===== src/design/slbh_pkg.sv =====
// Shared types, codes and helpers for the sequenced link block handler.
// No dependencies; imported by slbh_fifo, the top level and the checker.
package slbh_pkg;

    localparam int STORE_DEPTH_DEF = 256;
    localparam int S_TDATA_W = 16;
    localparam int M_TDATA_W = 32;
    localparam int RES_MAX = 4;

    typedef enum logic [2:0] {
        CMD_RX_BYTE  = 3'd0,
        CMD_START_I  = 3'd1,
        CMD_PAYLOAD  = 3'd2,
        CMD_PULL     = 3'd3,
        CMD_CLR_CNT  = 3'd4
    } cmd_t;

    typedef enum logic [1:0] {
        PEND_NONE = 2'd0,
        PEND_REJ  = 2'd1,
        PEND_I    = 2'd2,
        PEND_RETX = 2'd3
    } pend_t;

    localparam logic [1:0] KIND_PAYLOAD = 2'd0;
    localparam logic [1:0] KIND_VERDICT = 2'd1;
    localparam logic [1:0] KIND_TX      = 2'd2;

    localparam logic [2:0] VERD_OTHER   = 3'd0;
    localparam logic [2:0] VERD_I       = 3'd1;
    localparam logic [2:0] VERD_REJ     = 3'd2;
    localparam logic [2:0] VERD_RES     = 3'd3;
    localparam logic [2:0] VERD_INVALID = 3'd4;

    localparam logic       REG_OWN_ADDR = 1'b0;
    localparam logic       REG_REJ_DEST = 1'b1;

    localparam logic [7:0] I_MASK   = 8'h11;
    localparam logic [7:0] REJ_MASK = 8'h09;
    localparam logic [7:0] RES_CTRL = 8'hEF;

    // one result beat; the fields that tdata carries are in tdata order from the high bit down
    typedef struct packed {
        logic [2:0] send_count;
        logic [2:0] receive_count;
        logic [7:0] received_length;
        logic       checksum_ok;
        logic [2:0] verdict;
        logic [7:0] out_byte;
        logic       end_of_frame;
        logic [1:0] kind;
    } res_t;

    function automatic res_t mk_tx(input logic [7:0] b, input logic eof);
        res_t r;
        r = '0;
        r.kind = KIND_TX;
        r.out_byte = b;
        r.end_of_frame = eof;
        return r;
    endfunction

    function automatic res_t mk_payload(input logic [7:0] b);
        res_t r;
        r = '0;
        r.kind = KIND_PAYLOAD;
        r.out_byte = b;
        return r;
    endfunction

endpackage


===== src/design/sequenced_link_block_handler.sv =====
// Sequenced link block handler: one input beat per cycle, whose result beats are registered
// into an 8-entry queue; up to four result beats per input leave one per cycle from the queue.
// Input ready drops while fewer than four queue slots are free; the output handshake sets
// sustained rate. The retransmit store is a synchronous RAM read ahead at the next tx position.
// Reset (rst_n, async, low) clears counters, pointers, registers (rejdst_reg to 3); RAM, rd_data_reg stay undefined.
module sequenced_link_block_handler #(
    parameter int STORE_DEPTH = slbh_pkg::STORE_DEPTH_DEF
) (
    input  logic                             clk,
    input  logic                             rst_n,
    input  logic                             s_axis_tvalid,
    output logic                             s_axis_tready,
    input  logic [slbh_pkg::S_TDATA_W-1:0]   s_axis_tdata,  // data_byte, frame_length
    input  logic [2:0]                       s_axis_tuser,  // command
    input  logic                             s_axis_tlast,  // last_byte
    output logic                             m_axis_tvalid,
    input  logic                             m_axis_tready,
    output logic [slbh_pkg::M_TDATA_W-1:0]   m_axis_tdata,  // out_byte, verdict, checksum_ok,
                                                            // received_length, receive_count,
                                                            // send_count, zero pad
    output logic [1:0]                       m_axis_tuser,  // kind
    output logic                             m_axis_tlast,  // end_of_frame
    input  logic                             cfg_valid,
    output logic                             cfg_ready,
    input  logic                             cfg_index,
    input  logic [3:0]                       cfg_data
);
    import slbh_pkg::*;

    localparam int AW = $clog2(STORE_DEPTH);
    localparam int MAX_PAYLOAD = (STORE_DEPTH - 4 < 251) ? STORE_DEPTH - 4 : 251;

    logic [7:0] mem [STORE_DEPTH];

    logic [3:0] own_reg, rejdst_reg;
    logic [7:0] rx_cs_reg, rx_cs_next, rx_pos_reg, rx_pos_next;
    logic [7:0] rx_addr_reg, rx_addr_next, rx_ctrl_reg, rx_ctrl_next, rx_len_reg, rx_len_next;
    logic [2:0] rseq_reg, rseq_next, sseq_reg, sseq_next;
    pend_t      pend_reg, pend_next;
    logic [7:0] retlen_reg, retlen_next, tx_pos_reg, tx_pos_next, tx_cs_reg, tx_cs_next;
    logic [7:0] hdr0_reg, hdr0_next, hdr1_reg, hdr1_next, hdr2_reg, hdr2_next;
    logic [7:0] trail_reg, trail_next;
    logic       done_reg, done_next;
    logic [7:0] rd_data_reg;

    logic          we;
    logic [7:0]    wdata;
    logic          accept;
    logic [2:0]    push_n;
    res_t          push_data [RES_MAX];
    res_t          out_res;
    logic          space_ok;

    logic [7:0] b, flen;
    cmd_t       cmd;

    assign b      = s_axis_tdata[7:0];
    assign flen   = s_axis_tdata[15:8];
    assign cmd    = cmd_t'(s_axis_tuser);
    assign accept = s_axis_tvalid && s_axis_tready;
    assign s_axis_tready = space_ok;
    assign cfg_ready = 1'b1;

    always_comb
    begin
        logic [7:0] a, c, l, v, plen, stored;
        logic       ok, eof;
        logic [2:0] verd;
        logic [8:0] endpos;

        rx_cs_next = rx_cs_reg;     rx_pos_next = rx_pos_reg;
        rx_addr_next = rx_addr_reg; rx_ctrl_next = rx_ctrl_reg; rx_len_next = rx_len_reg;
        rseq_next = rseq_reg;       sseq_next = sseq_reg;       pend_next = pend_reg;
        retlen_next = retlen_reg;   tx_pos_next = tx_pos_reg;   tx_cs_next = tx_cs_reg;
        hdr0_next = hdr0_reg;       hdr1_next = hdr1_reg;       hdr2_next = hdr2_reg;
        trail_next = trail_reg;     done_next = done_reg;
        we = 1'b0; wdata = b;
        push_n = '0;
        for (int i = 0; i < RES_MAX; i++)
            push_data[i] = '0;
        a = '0; c = '0; l = '0; v = '0; plen = '0; stored = '0;
        ok = 1'b0; eof = 1'b0; verd = VERD_OTHER; endpos = '0;

        if (accept)
        begin
            case (cmd)
                CMD_RX_BYTE:
                begin
                    if (!s_axis_tlast)
                    begin
                        if (rx_pos_reg == 8'd0)
                        begin
                            rx_addr_next = b; rx_ctrl_next = '0; rx_len_next = '0;
                        end
                        else if (rx_pos_reg == 8'd1)
                            rx_ctrl_next = b;
                        else if (rx_pos_reg == 8'd2)
                            rx_len_next = b;
                        rx_cs_next = rx_cs_reg ^ b;
                        if (rx_pos_reg >= 8'd3)
                        begin
                            push_data[0] = mk_payload(b);
                            push_n = 3'd1;
                        end
                        if (rx_pos_reg != 8'hFF)
                            rx_pos_next = rx_pos_reg + 8'd1;
                    end
                    else
                    begin
                        // header bytes never received count as zero
                        a = (rx_pos_reg == 8'd0) ? 8'd0 : rx_addr_reg;
                        c = (rx_pos_reg <= 8'd1) ? 8'd0 : rx_ctrl_reg;
                        l = (rx_pos_reg <= 8'd2) ? 8'd0 : rx_len_reg;
                        rx_addr_next = a; rx_ctrl_next = c; rx_len_next = l;
                        ok = (rx_cs_reg == b);
                        if (a[3:0] == own_reg)
                        begin
                            if ((c & I_MASK) == 8'd0)
                            begin
                                verd = VERD_I;
                                rseq_next = rseq_reg + 3'd1;
                            end
                            else if ((c & REJ_MASK) == REJ_MASK)
                            begin
                                verd = VERD_REJ;
                                sseq_next = c[7:5];
                            end
                            else if (c == RES_CTRL)
                                verd = VERD_RES;
                            else
                            begin
                                verd = VERD_INVALID;
                                l = '0;
                            end
                            tx_pos_next = '0;
                            tx_cs_next = '0;
                            if (!ok || verd == VERD_INVALID)
                                pend_next = PEND_REJ;
                            else if (verd == VERD_I)
                                pend_next = PEND_I;
                            else if (verd == VERD_REJ)
                            begin
                                if (retlen_reg == 8'd0)
                                begin
                                    sseq_next = c[7:5] + 3'd1;
                                    pend_next = PEND_NONE;
                                end
                                else
                                    pend_next = PEND_RETX;
                            end
                            else
                                pend_next = PEND_NONE;
                        end
                        push_data[0].kind = KIND_VERDICT;
                        push_data[0].verdict = verd;
                        push_data[0].checksum_ok = ok;
                        push_data[0].received_length = l;
                        push_data[0].receive_count = rseq_next;
                        push_data[0].send_count = sseq_next;
                        push_n = 3'd1;
                        rx_cs_next = '0;
                        rx_pos_next = '0;
                    end
                end
                CMD_START_I:
                begin
                    if (pend_reg == PEND_I)
                    begin
                        plen = (flen > 8'(MAX_PAYLOAD)) ? 8'(MAX_PAYLOAD) : flen;
                        hdr0_next = {rx_addr_reg[3:0], rx_addr_reg[7:4]};
                        hdr1_next = {rseq_reg, 1'b0, sseq_reg, 1'b0};
                        hdr2_next = plen;
                        done_next = 1'b0;
                        tx_cs_next = hdr0_next ^ hdr1_next ^ plen;
                        push_data[0] = mk_tx(hdr0_next, 1'b0);
                        push_data[1] = mk_tx(hdr1_next, 1'b0);
                        push_data[2] = mk_tx(plen, 1'b0);
                        push_n = 3'd3;
                        tx_pos_next = 8'd3;
                        retlen_next = 8'd3;
                        if (plen == 8'd0)
                        begin
                            trail_next = tx_cs_next;
                            done_next = 1'b1;
                            push_data[3] = mk_tx(tx_cs_next, 1'b1);
                            push_n = 3'd4;
                            tx_pos_next = 8'd4;
                            retlen_next = 8'd4;
                            tx_cs_next = '0;
                            sseq_next = sseq_reg + 3'd1;
                            pend_next = PEND_NONE;
                        end
                    end
                end
                CMD_PAYLOAD:
                begin
                    if (pend_reg == PEND_I && tx_pos_reg >= 8'd3)
                    begin
                        we = 1'b1;
                        wdata = b;
                        tx_cs_next = tx_cs_reg ^ b;
                        tx_pos_next = tx_pos_reg + 8'd1;
                        retlen_next = tx_pos_next;
                        push_data[0] = mk_tx(b, 1'b0);
                        push_n = 3'd1;
                        endpos = {1'b0, hdr2_reg} + 9'd3;
                        if ({1'b0, tx_pos_next} >= endpos)
                        begin
                            // checksum trails in a register, keeps the RAM at one write
                            trail_next = tx_cs_next;
                            done_next = 1'b1;
                            push_data[1] = mk_tx(tx_cs_next, 1'b1);
                            push_n = 3'd2;
                            tx_pos_next = tx_pos_reg + 8'd2;
                            retlen_next = tx_pos_next;
                            tx_cs_next = '0;
                            sseq_next = sseq_reg + 3'd1;
                            pend_next = PEND_NONE;
                        end
                    end
                end
                CMD_PULL:
                begin
                    if (pend_reg == PEND_REJ)
                    begin
                        eof = 1'b0;
                        if (tx_pos_reg == 8'd0)
                            v = {own_reg, rejdst_reg};
                        else if (tx_pos_reg == 8'd1)
                            v = {sseq_reg, 5'(REJ_MASK)};
                        else if (tx_pos_reg == 8'd2)
                            v = '0;
                        else
                        begin
                            v = tx_cs_reg;
                            eof = 1'b1;
                        end
                        tx_cs_next = tx_cs_reg ^ v;
                        tx_pos_next = tx_pos_reg + 8'd1;
                        if (eof)
                            pend_next = PEND_NONE;
                        push_data[0] = mk_tx(v, eof);
                        push_n = 3'd1;
                    end
                    else if (pend_reg == PEND_RETX)
                    begin
                        if (tx_pos_reg == 8'd0)
                            stored = hdr0_reg;
                        else if (tx_pos_reg == 8'd1)
                            stored = hdr1_reg;
                        else if (tx_pos_reg == 8'd2)
                            stored = hdr2_reg;
                        else if (done_reg && tx_pos_reg == retlen_reg - 8'd1)
                            stored = trail_reg;
                        else
                            stored = rd_data_reg;
                        eof = ({1'b0, tx_pos_reg} + 9'd1 >= {1'b0, retlen_reg});
                        tx_pos_next = tx_pos_reg + 8'd1;
                        if (eof)
                        begin
                            sseq_next = sseq_reg + 3'd1;
                            pend_next = PEND_NONE;
                        end
                        push_data[0] = mk_tx(stored, eof);
                        push_n = 3'd1;
                    end
                end
                CMD_CLR_CNT:
                begin
                    rseq_next = '0;
                    sseq_next = '0;
                end
                default:
                begin
                end
            endcase
        end
    end

    // read ahead at the next tx position; writes only happen while a reply is built,
    // never while a retransmission is pulled, so no bypass is needed
    always_ff @(posedge clk)
    begin
        if (we)
            mem[tx_pos_reg[AW-1:0]] <= wdata;
        rd_data_reg <= mem[tx_pos_next[AW-1:0]];
    end

    always_ff @(posedge clk or negedge rst_n)
    begin
        if (!rst_n)
        begin
            own_reg <= '0;      rejdst_reg <= 4'd3;
            rx_cs_reg <= '0;    rx_pos_reg <= '0;
            rx_addr_reg <= '0;  rx_ctrl_reg <= '0;  rx_len_reg <= '0;
            rseq_reg <= '0;     sseq_reg <= '0;     pend_reg <= PEND_NONE;
            retlen_reg <= '0;   tx_pos_reg <= '0;   tx_cs_reg <= '0;
            hdr0_reg <= '0;     hdr1_reg <= '0;     hdr2_reg <= '0;
            trail_reg <= '0;    done_reg <= 1'b0;
        end
        else
        begin
            if (cfg_valid && cfg_ready)
            begin
                if (cfg_index == REG_OWN_ADDR)
                    own_reg <= cfg_data;
                else
                    rejdst_reg <= cfg_data;
            end
            rx_cs_reg <= rx_cs_next;    rx_pos_reg <= rx_pos_next;
            rx_addr_reg <= rx_addr_next; rx_ctrl_reg <= rx_ctrl_next; rx_len_reg <= rx_len_next;
            rseq_reg <= rseq_next;      sseq_reg <= sseq_next;      pend_reg <= pend_next;
            retlen_reg <= retlen_next;  tx_pos_reg <= tx_pos_next;  tx_cs_reg <= tx_cs_next;
            hdr0_reg <= hdr0_next;      hdr1_reg <= hdr1_next;      hdr2_reg <= hdr2_next;
            trail_reg <= trail_next;    done_reg <= done_next;
        end
    end

    slbh_fifo u_fifo (
        .clk       (clk),
        .rst_n     (rst_n),
        .push_n    (push_n),
        .push_data (push_data),
        .space_ok  (space_ok),
        .out_valid (m_axis_tvalid),
        .out_ready (m_axis_tready),
        .out_data  (out_res)
    );

    assign m_axis_tuser = out_res.kind;
    assign m_axis_tlast = out_res.end_of_frame;
    assign m_axis_tdata = {6'd0, out_res.send_count, out_res.receive_count,
                           out_res.received_length, out_res.checksum_ok,
                           out_res.verdict, out_res.out_byte};

endmodule


===== src/design/slbh_fifo.sv =====
// Result queue: takes up to four result beats per cycle, hands out one.
// Depends on slbh_pkg for res_t.
module slbh_fifo (
    input  logic               clk,
    input  logic               rst_n,
    input  logic [2:0]         push_n,
    input  slbh_pkg::res_t     push_data [slbh_pkg::RES_MAX],
    output logic               space_ok,
    output logic               out_valid,
    input  logic               out_ready,
    output slbh_pkg::res_t     out_data
);
    import slbh_pkg::*;

    localparam int DEPTH = 8;

    res_t       q_reg [DEPTH];
    logic [2:0] wr_reg;
    logic [2:0] rd_reg;
    logic [3:0] cnt_reg;
    logic       pop;

    assign pop       = out_valid && out_ready;
    assign out_valid = (cnt_reg != 4'd0);
    assign out_data  = q_reg[rd_reg];
    assign space_ok  = (cnt_reg <= 4'(DEPTH - RES_MAX));

    always_ff @(posedge clk)
    begin
        for (int i = 0; i < RES_MAX; i++)
        begin
            if (3'(i) < push_n)
                q_reg[wr_reg + 3'(i)] <= push_data[i];
        end
    end

    always_ff @(posedge clk or negedge rst_n)
    begin
        if (!rst_n)
        begin
            wr_reg  <= '0;
            rd_reg  <= '0;
            cnt_reg <= '0;
        end
        else
        begin
            wr_reg  <= wr_reg + push_n;
            rd_reg  <= rd_reg + 3'(pop);
            cnt_reg <= cnt_reg + 4'(push_n) - 4'(pop);
        end
    end

endmodule


===== config.mk =====
export PLATFORM = sky130hd
export DESIGN_NAME = sequenced_link_block_handler
export DESIGN_NICKNAME = d
export VERILOG_FILES = /design/src/design/slbh_pkg.sv /design/src/design/sequenced_link_block_handler.sv /design/src/design/slbh_fifo.sv
export SDC_FILE = /design/constraint.sdc
export NUM_CORES = 2
export LEC_CHECK = 0
export BUFFER_PORTS_ARGS = -buffer_cell sky130_fd_sc_hd__clkbuf_2
export CORE_UTILIZATION = 57
export DETAILED_ROUTE_END_ITERATION = 8
export HOLD_SLACK_MARGIN = 0.03
export PLACE_DENSITY = 0.77
export SETUP_SLACK_MARGIN = 0.05
export SLEW_MARGIN = 30
export SYNTH_ARGS = -nofsm -noshare
export SYNTH_HDL_FRONTEND = slang
export SYNTH_SLANG_ARGS = --single-unit

===== constraint.sdc =====
create_clock -name clk -period 4.7 [get_ports clk]
set_clock_uncertainty 0.15 [all_clocks]
set_input_delay 0.47 -clock clk [delete_from_list [all_inputs] [get_ports clk]]
set_output_delay 0.47 -clock clk [all_outputs]
set_load 0.02 [all_outputs]

# Yosys cells after proc, flatten, opt, wreduce, memory -nomap -nowiden
# Memories as Yosys holds them, arrays and structs flattened. A register that Yosys moved wholly into a read port is not among the register bits.
# Cells that the tools add are included.
dict set report op_classes {
  bitwise_logic 6
  n_addsub 16
  n_mux 147
  n_lt_le_gt_ge 12
  n_reduce_logical 37
  eq_ne 34
}
# operator n
set ops {}
lappend ops {{two-way mux 8 bit} 51}
lappend ops {{two-way mux 116 bit} 1}
lappend ops {{one-hot mux 29 bit (4 select lines)} 1}
lappend ops {{two-way mux 98 bit} 1}
lappend ops {{two-way mux 3 bit} 31}
lappend ops {{one-hot mux 8 bit (4 select lines)} 2}
lappend ops {{two-way mux 58 bit} 1}
lappend ops {{one-hot mux 29 bit (2 select lines)} 1}
lappend ops {{two-way mux 11 bit} 5}
lappend ops {{zero test 8 bit} 5}
lappend ops {{two-way mux 40 bit} 1}
lappend ops {{XOR 8 bit} 5}
lappend ops {{two-way mux 2 bit} 17}
lappend ops {{one-hot mux 8 bit (2 select lines)} 2}
lappend ops {{two-way mux 1 bit} 26}
lappend ops {{inequality test 2 bit, second input constant} 10}
lappend ops {{two-way mux 18 bit} 1}
lappend ops {{AND reduction 3 bit} 6}
lappend ops {{adder 8 x 1 -> 8 bit, second input constant} 2}
lappend ops {{== test 8 x 1 -> 1 bit, second input constant} 2}
lappend ops {{== test 8 x 2 -> 1 bit, second input constant} 2}
lappend ops {{== test 8 bit} 2}
lappend ops {{greater-or-equal comparator 8 x 2 -> 1 bit, second input constant} 2}
lappend ops {{one-hot mux 3 bit (5 select lines)} 1}
lappend ops {{other kinds (49)} 74}
dict set report totals {
  wordCells 276
  ram_bits 2280
  in_bits 30
  register_bits 121
  mem_count 2
  out_inout_bits 38
}
# name depth word_bits read_ports rd_clocked_by_memory_dff write_ports line_no
set mem_list {}
lappend mem_list {mem 256 8 1 1 1 sequenced_link_block_handler.sv:33} ;# logic [7:0] mem [STORE_DEPTH];
lappend mem_list {u_fifo.q_reg 8 29 1 0 4 slbh_fifo.sv:17} ;# res_t q_reg [DEPTH];

# Longest topological paths before layout
dict set report depth {
  word_depth 18
  depth_mapped 24
  mapped_depth_nobuf 18
}

# Hierarchy
# From an unflattened synthesis, not the netlist that was laid out.
dict set report hier_totals {
  cells_unflattened 8744
  area_unflattened_um2 106079.2
}
# mod seq_area_each_um2 cells_each n_inst area_each_um2
set by_module_without_submodules {}
lappend by_module_without_submodules {sequenced_link_block_handler 64389.3 7225 1 90656.9}
lappend by_module_without_submodules {slbh_fifo 7216.9 1519 1 15422.3}

# Worst setup path before layout
# OpenSTA, ideal clock, no wires.
dict set report synth_path {
  path_kind {reg2reg}
  start {register tx_pos_reg[2]}
  end {register rd_data_reg[2], read port of mem}
  setup_time_ps 122
  period_less_slack_ps 4924
  path_stages_with_launch 21
  arrival_time_ps 4653
  n_path_buf 4
  slack_ps -224
  required_time_ps 4428
  path_cell_list {dfrtp_1 -> buf_2 -> buf_1 -> nand3_1 -> nor2_1 -> xor2_1 -> ha_1 -> a21o_1 -> a21oi_1 -> a21o_1 -> a21oi_2 -> buf_4 -> o21ai_1 -> clkbuf_1 -> nand4_1 -> a211oi_1 -> a2111oi_0 -> a2111oi_0 -> a31oi_1 -> and3_1 -> o311a_1}
}
dict set report synth_between {
  elab_chain_len 6
  word_cells_on_any_way 14
  cone_classes {2 x add/sub; 2 x order compare; 9 x mux; 1 x reduce/logical}
}
# element line_no
set synth_lines {}
lappend synth_lines {{from (decl)} sequenced_link_block_handler.sv:40} ;# logic [7:0] retlen_reg, retlen_next, tx_pos_reg, tx_pos_next, tx_cs_reg, tx_cs_next;
lappend synth_lines {{from (signal assigned)} sequenced_link_block_handler.sv:313} ;# retlen_reg <= retlen_next; tx_pos_reg <= tx_pos_next; tx_cs_reg <= tx_cs_next;
lappend synth_lines {{adder 8 x 1 -> 8 bit} {sequenced_link_block_handler.sv:202, sequenced_link_block_handler.sv:239, sequenced_link_block_handler.sv:258}}
lappend synth_lines {{greater-or-equal comparator 8 x 9 -> 1 bit} sequenced_link_block_handler.sv:207} ;# if ({1'b0, tx_pos_next} >= endpos)
lappend synth_lines {{two-way mux 8 bit} sequenced_link_block_handler.sv:207}
lappend synth_lines {{two-way mux 8 bit} sequenced_link_block_handler.sv:197} ;# if (pend_reg == PEND_I && tx_pos_reg >= 8'd3)
lappend synth_lines {{one-hot mux 8 bit (4 select lines)} sequenced_link_block_handler.sv:86} ;# case (cmd)
lappend synth_lines {{two-way mux 8 bit (*)} sequenced_link_block_handler.sv:84} ;# if (accept)
lappend synth_lines {{to (decl)} sequenced_link_block_handler.sv:44} ;# logic [7:0] rd_data_reg;
# Mark *: on every way between the ends. The rest lies on a longest branch, timed or not.
# A chain may end at the register's enable or synchronous reset.

# Worst setup path after layout
dict set report layout_path {
  start {register tx_pos_reg[4]}
  end {register rd_data_reg[0], read port of mem}
}
# Same word-level chain as after synthesis.

==> flow_metrics.py <==
metrics = {
    "timing": {
        "maxSlewViolCount": 0,
        "setup_ws_ns": -0.278,
        "min_period_over_period_pct": 106,
        "whs_ns": -0.0228,
        "fin_crit_ns": 4.98,
        "worstMarginPinSlew_ns": 1.07,
        "finalSetupTns_ns": -1.79,
        "setup_viol": 8,
        "fmax_ghz": 0.201,
        "rsz0062_at_grt": "yes",
        "final_hold_viol_count": 1,
        "slew_headroom_pct": 28.4,
    },
    "placed_design": {
        "hpwl_um": 237000,
        "io_buffers": 60,
        "place_area_sq_um": 112000,
        "gp_congestion": 1.03,
    },
    "cts": {
        "clockBufferDepth": 3,
        "cts_inserted_buffers": 233,
        "clkSinkCount": 2407,
        "clkTransAtPathRegs_ns": 0.06,
        "root_buffer": "clkbuf_16",
        "htree_levels": 4,
        "worstSkewPairLatency_ns": 0.93,
        "cts_tree": "done",
    },
    "setup_path": {
        "cp_num_buf_inv": 8,
        "path_common_cell": "buf_4",
        "cp.depth": 23,
        "cp.arrival_ns": 5.62,
        "worstSetupEndpointType": "flop",
        "slowest_stage": "a211o_4",
        "worstPathMaxFanout": 15,
        "cp_top_family": "compound AO/OA/AOI/OAI gates",
        "required_ns": 5.34,
        "critical_path.cell_chain": "buf_4 -> nand4_1 -> xnor2_2 -> ha_2 -> a21o_1 -> a21oi_4 -> a21oi_2 -> buf_4 -> o2111ai_4 -> buf_4 -> buf_4 -> o211a_4 -> buf_12 -> buf_6 -> buf_4 -> and3_1 -> a211oi_2 -> a311oi_1 -> a311oi_1 -> buf_4 -> a21oi_1 -> a211o_4 -> and4b_1",
        "critical_path.max_stage_delay_ns": 0.40,
        "worstSetupPathType": "flop to flop",
        "r2r_cells": 23,
        "startpoint_type": "flop",
        "rrSetupSlack_ns": -0.28,
    },
    "synthesis": {
        "synth.largest_area_cell": "edfxtp_1",
        "synth_compound_area_share_pct": 9.96,
        "synthArstFlopShare_pct": 4.94,
        "avgSynthCellArea_sq_um": 12.8,
        "ys_ff_latch": 2407,
        "synthAdderAreaFrac_pct": 0.558,
        "synth_xor_area_share_pct": 0.700,
        "muxShareOfSynthArea_pct": 4.47,
        "ys.flop_type": "edfxtp_1",
        "synth-edff-count": 2128,
        "ys_seq_area_share_pct": 69.2,
        "syn-cell-area_sq_um": 101000,
        "yosys.area_share.simple_pct": 12.4,
        "synth_top_area_share_pct": 63.1,
        "netlist-cell-type-count": 99,
        "synth.top_cells.by_area": "edfxtp_1 63%, nand2_1 6.5%, dfxtp_1 3.2%",
        "yosys_warnings": 0,
        "synth_common_cells": "2128 x edfxtp_1, 1745 x nand2_1, 422 x nor2_1",
        "synthCells": 7923,
        "synth_top_family_by_area": "simple AND/OR/NAND/NOR gates",
        "synth.most_common_cell": "edfxtp_1",
    },
    "power_and_ir_drop": {
        "p_comb_share_pct": 20.7,
        "p_per_area_nw_per_um2": 438,
        "max-vdd-ir-drop_v": 0.000462,
        "power.internal_uw": 38100,
        "seqPwrFrac_pct": 44.4,
        "swShare_pct": 29.5,
        "switchingPower_uw": 16000,
        "leakage_uw": 0.0432,
        "p_clk_share_pct": 34.9,
    },
    "final_layout": {
        "drive_above_1_share_pct": 22.2,
        "utilization_pct": 70.1,
        "area_growth_pct": 22.0,
        "largest_reg_flops": 2048,
        "fin_area_sq_um": 124000,
        "nNetsFinal": 8995,
    },
    "floorplanning": {
        "fp.dieW_um": 424,
        "die-area_sq_um": 179000,
        "io_pins": 68,
        "start_util_pct": 57.5,
        "rows": 154,
        "coreArea_sq_um": 176000,
        "die_h_um": 424,
    },
    "route": {
        "dr.pass1.iters": 9,
        "routedWlPerCell_um": 32.1,
        "drt_iter0_drc": 13360,
        "ant_nets": 0,
        "num_vias": 78410,
        "viasPerCell": 6.83,
        "drcViolationCount": 31,
        "routed_wl_um": 369000,
    },
    "global_route": {
        "grt_pass1_wl_um": 520000,
        "grt.total_usage_pct": 40.2,
        "grt-ovfl-total": 0,
        "grt_pass1_vias": 75264,
        "grt_max_degree": 184,
        "antenna_found_initial": 19,
    },
    "job": {
        "max_cap_violations": 0,
    },
    "outcome": {
        "outcome": "finished, violations left",
        "violations": "DRC, hold timing, setup timing",
    },
    "hold_path": {
        "hp-class": "input port to async pin",
    },
}
[per-layer routing]
metal	global-route usage, %	vias to the layer above	share of wire (%)
met5	0.215	-	0.047
met4	23.8	20	7.4
met3	13.7	1590	16
met2	59.2	7039	43
met1	51.8	37911	34
li1	-	31850	-
[worst reg2reg max path, delay by kind of cell, from the launching register on]
family	cells	cell delay [ns]
simple gates	3	0.64
flops	1	0.38
compound gates	10	1.86
buf+inv	8	1.47
xor+xnor	1	0.22
fa+ha+maj	1	0.19
[cell type report]
class                   instances  area, sq um
diodes                         19         47.5
clock buffers                 280         6070
well taps                    2340         2930
inverters                      43          203
repair buffers               1321        12500
fillers                     11326        52700
multi-input cells            4915        30200
flip-flops and latches       2407        70100
clock inverters               156         1620
[kinds of logic (layout without fill, tap and decap cells)]
kind of cell               after synthesis  in the layout
AOI/OAI and AO/OA                     1470           1470
xor gates and xnor gates                81             81
adders and majority gates               44             44
buffers and inverters                  606           1800
DFF                                   2407           2407
muxes                                  373            373
other                                    2             26
and+or+nand+nor                       2940           2940
[path summary, 6_finish.rpt]
kind                                        to                start
setup / recovery                rd_data_reg[0]        tx_pos_reg[4]
min in group clk                  tx_cs_reg[5]      s_axis_tuser[2]
max in group asynchronous          hdr1_reg[5]                rst_n
hold reg to reg            u_fifo.q_reg[4][25]  u_fifo.q_reg[4][25]
hold / removal               u_fifo.cnt_reg[1]                rst_n
setup reg to reg                rd_data_reg[0]        tx_pos_reg[4]
[repair_timing]
action                                 CTS  global route
buffers inserted                        60            31
endpoints found under the hold margin  347             0
setup endpoints to repair               64            90
pin swaps                               73            69
cloned                                  17             3
resized for setup                      230           180
hold buffers                            22             0
[placed cells by master, fill, tap and decap left out, types with 32 or more instances in the layout]
cell / n
edfxtp_1: 2128
nand2_1: 1738
buf_4: 1019
nor2_1: 412
nand3_1: 318
a21oi_1: 317
mux2i_1: 255
clkbuf_16: 236
and3_1: 168
a31oi_1: 162
dfxtp_1: 160
a211oi_1: 158
o21ai_0: 154
buf_12: 122
dfrtp_1: 115
a32oi_1: 106
a22oi_1: 71
nand4_1: 64
clkinv_1: 60
mux4_2: 59
buf_6: 54
clkbuf_2: 51
mux2_2: 49
a311oi_1: 48
clkinv_2: 44
clkbuf_1: 41
xnor2_1: 38
xor2_1: 37
ha_1: 37
inv_1: 35
a222oi_1: 35
a221oi_1: 33
o22ai_1: 32
[per-stage QoR]
| stage | instances | power, uW | setup slack, ns |
|---|---|---|---|
| after CTS | 11429 | 53100 | -0.249 |
| after detailed placement | 10898 | 33900 | -1.27 |
| after floorplan | 7928 | 29400 | 0.0556 |
| after global placement | 10897 | 33700 | -1.13 |
| after global routing | 11463 | 55100 | -0.387 |
| final | 11481 | 54100 | -0.278 |
[power by group through the flow]
| stage | clock network [uW] | logic, uW | registers (uW) |
|---|---|---|---|
| detailed placement | 0 | 9430 | 24400 |
| global route | 19600 | 11500 | 24000 |
| global placement | 0 | 9270 | 24400 |
| finish | 18900 | 11200 | 24000 |
| floorplan | 0 | 5290 | 24100 |
| CTS | 18800 | 10400 | 24000 |
No activity file was read; power rests on OpenSTA's default activity.
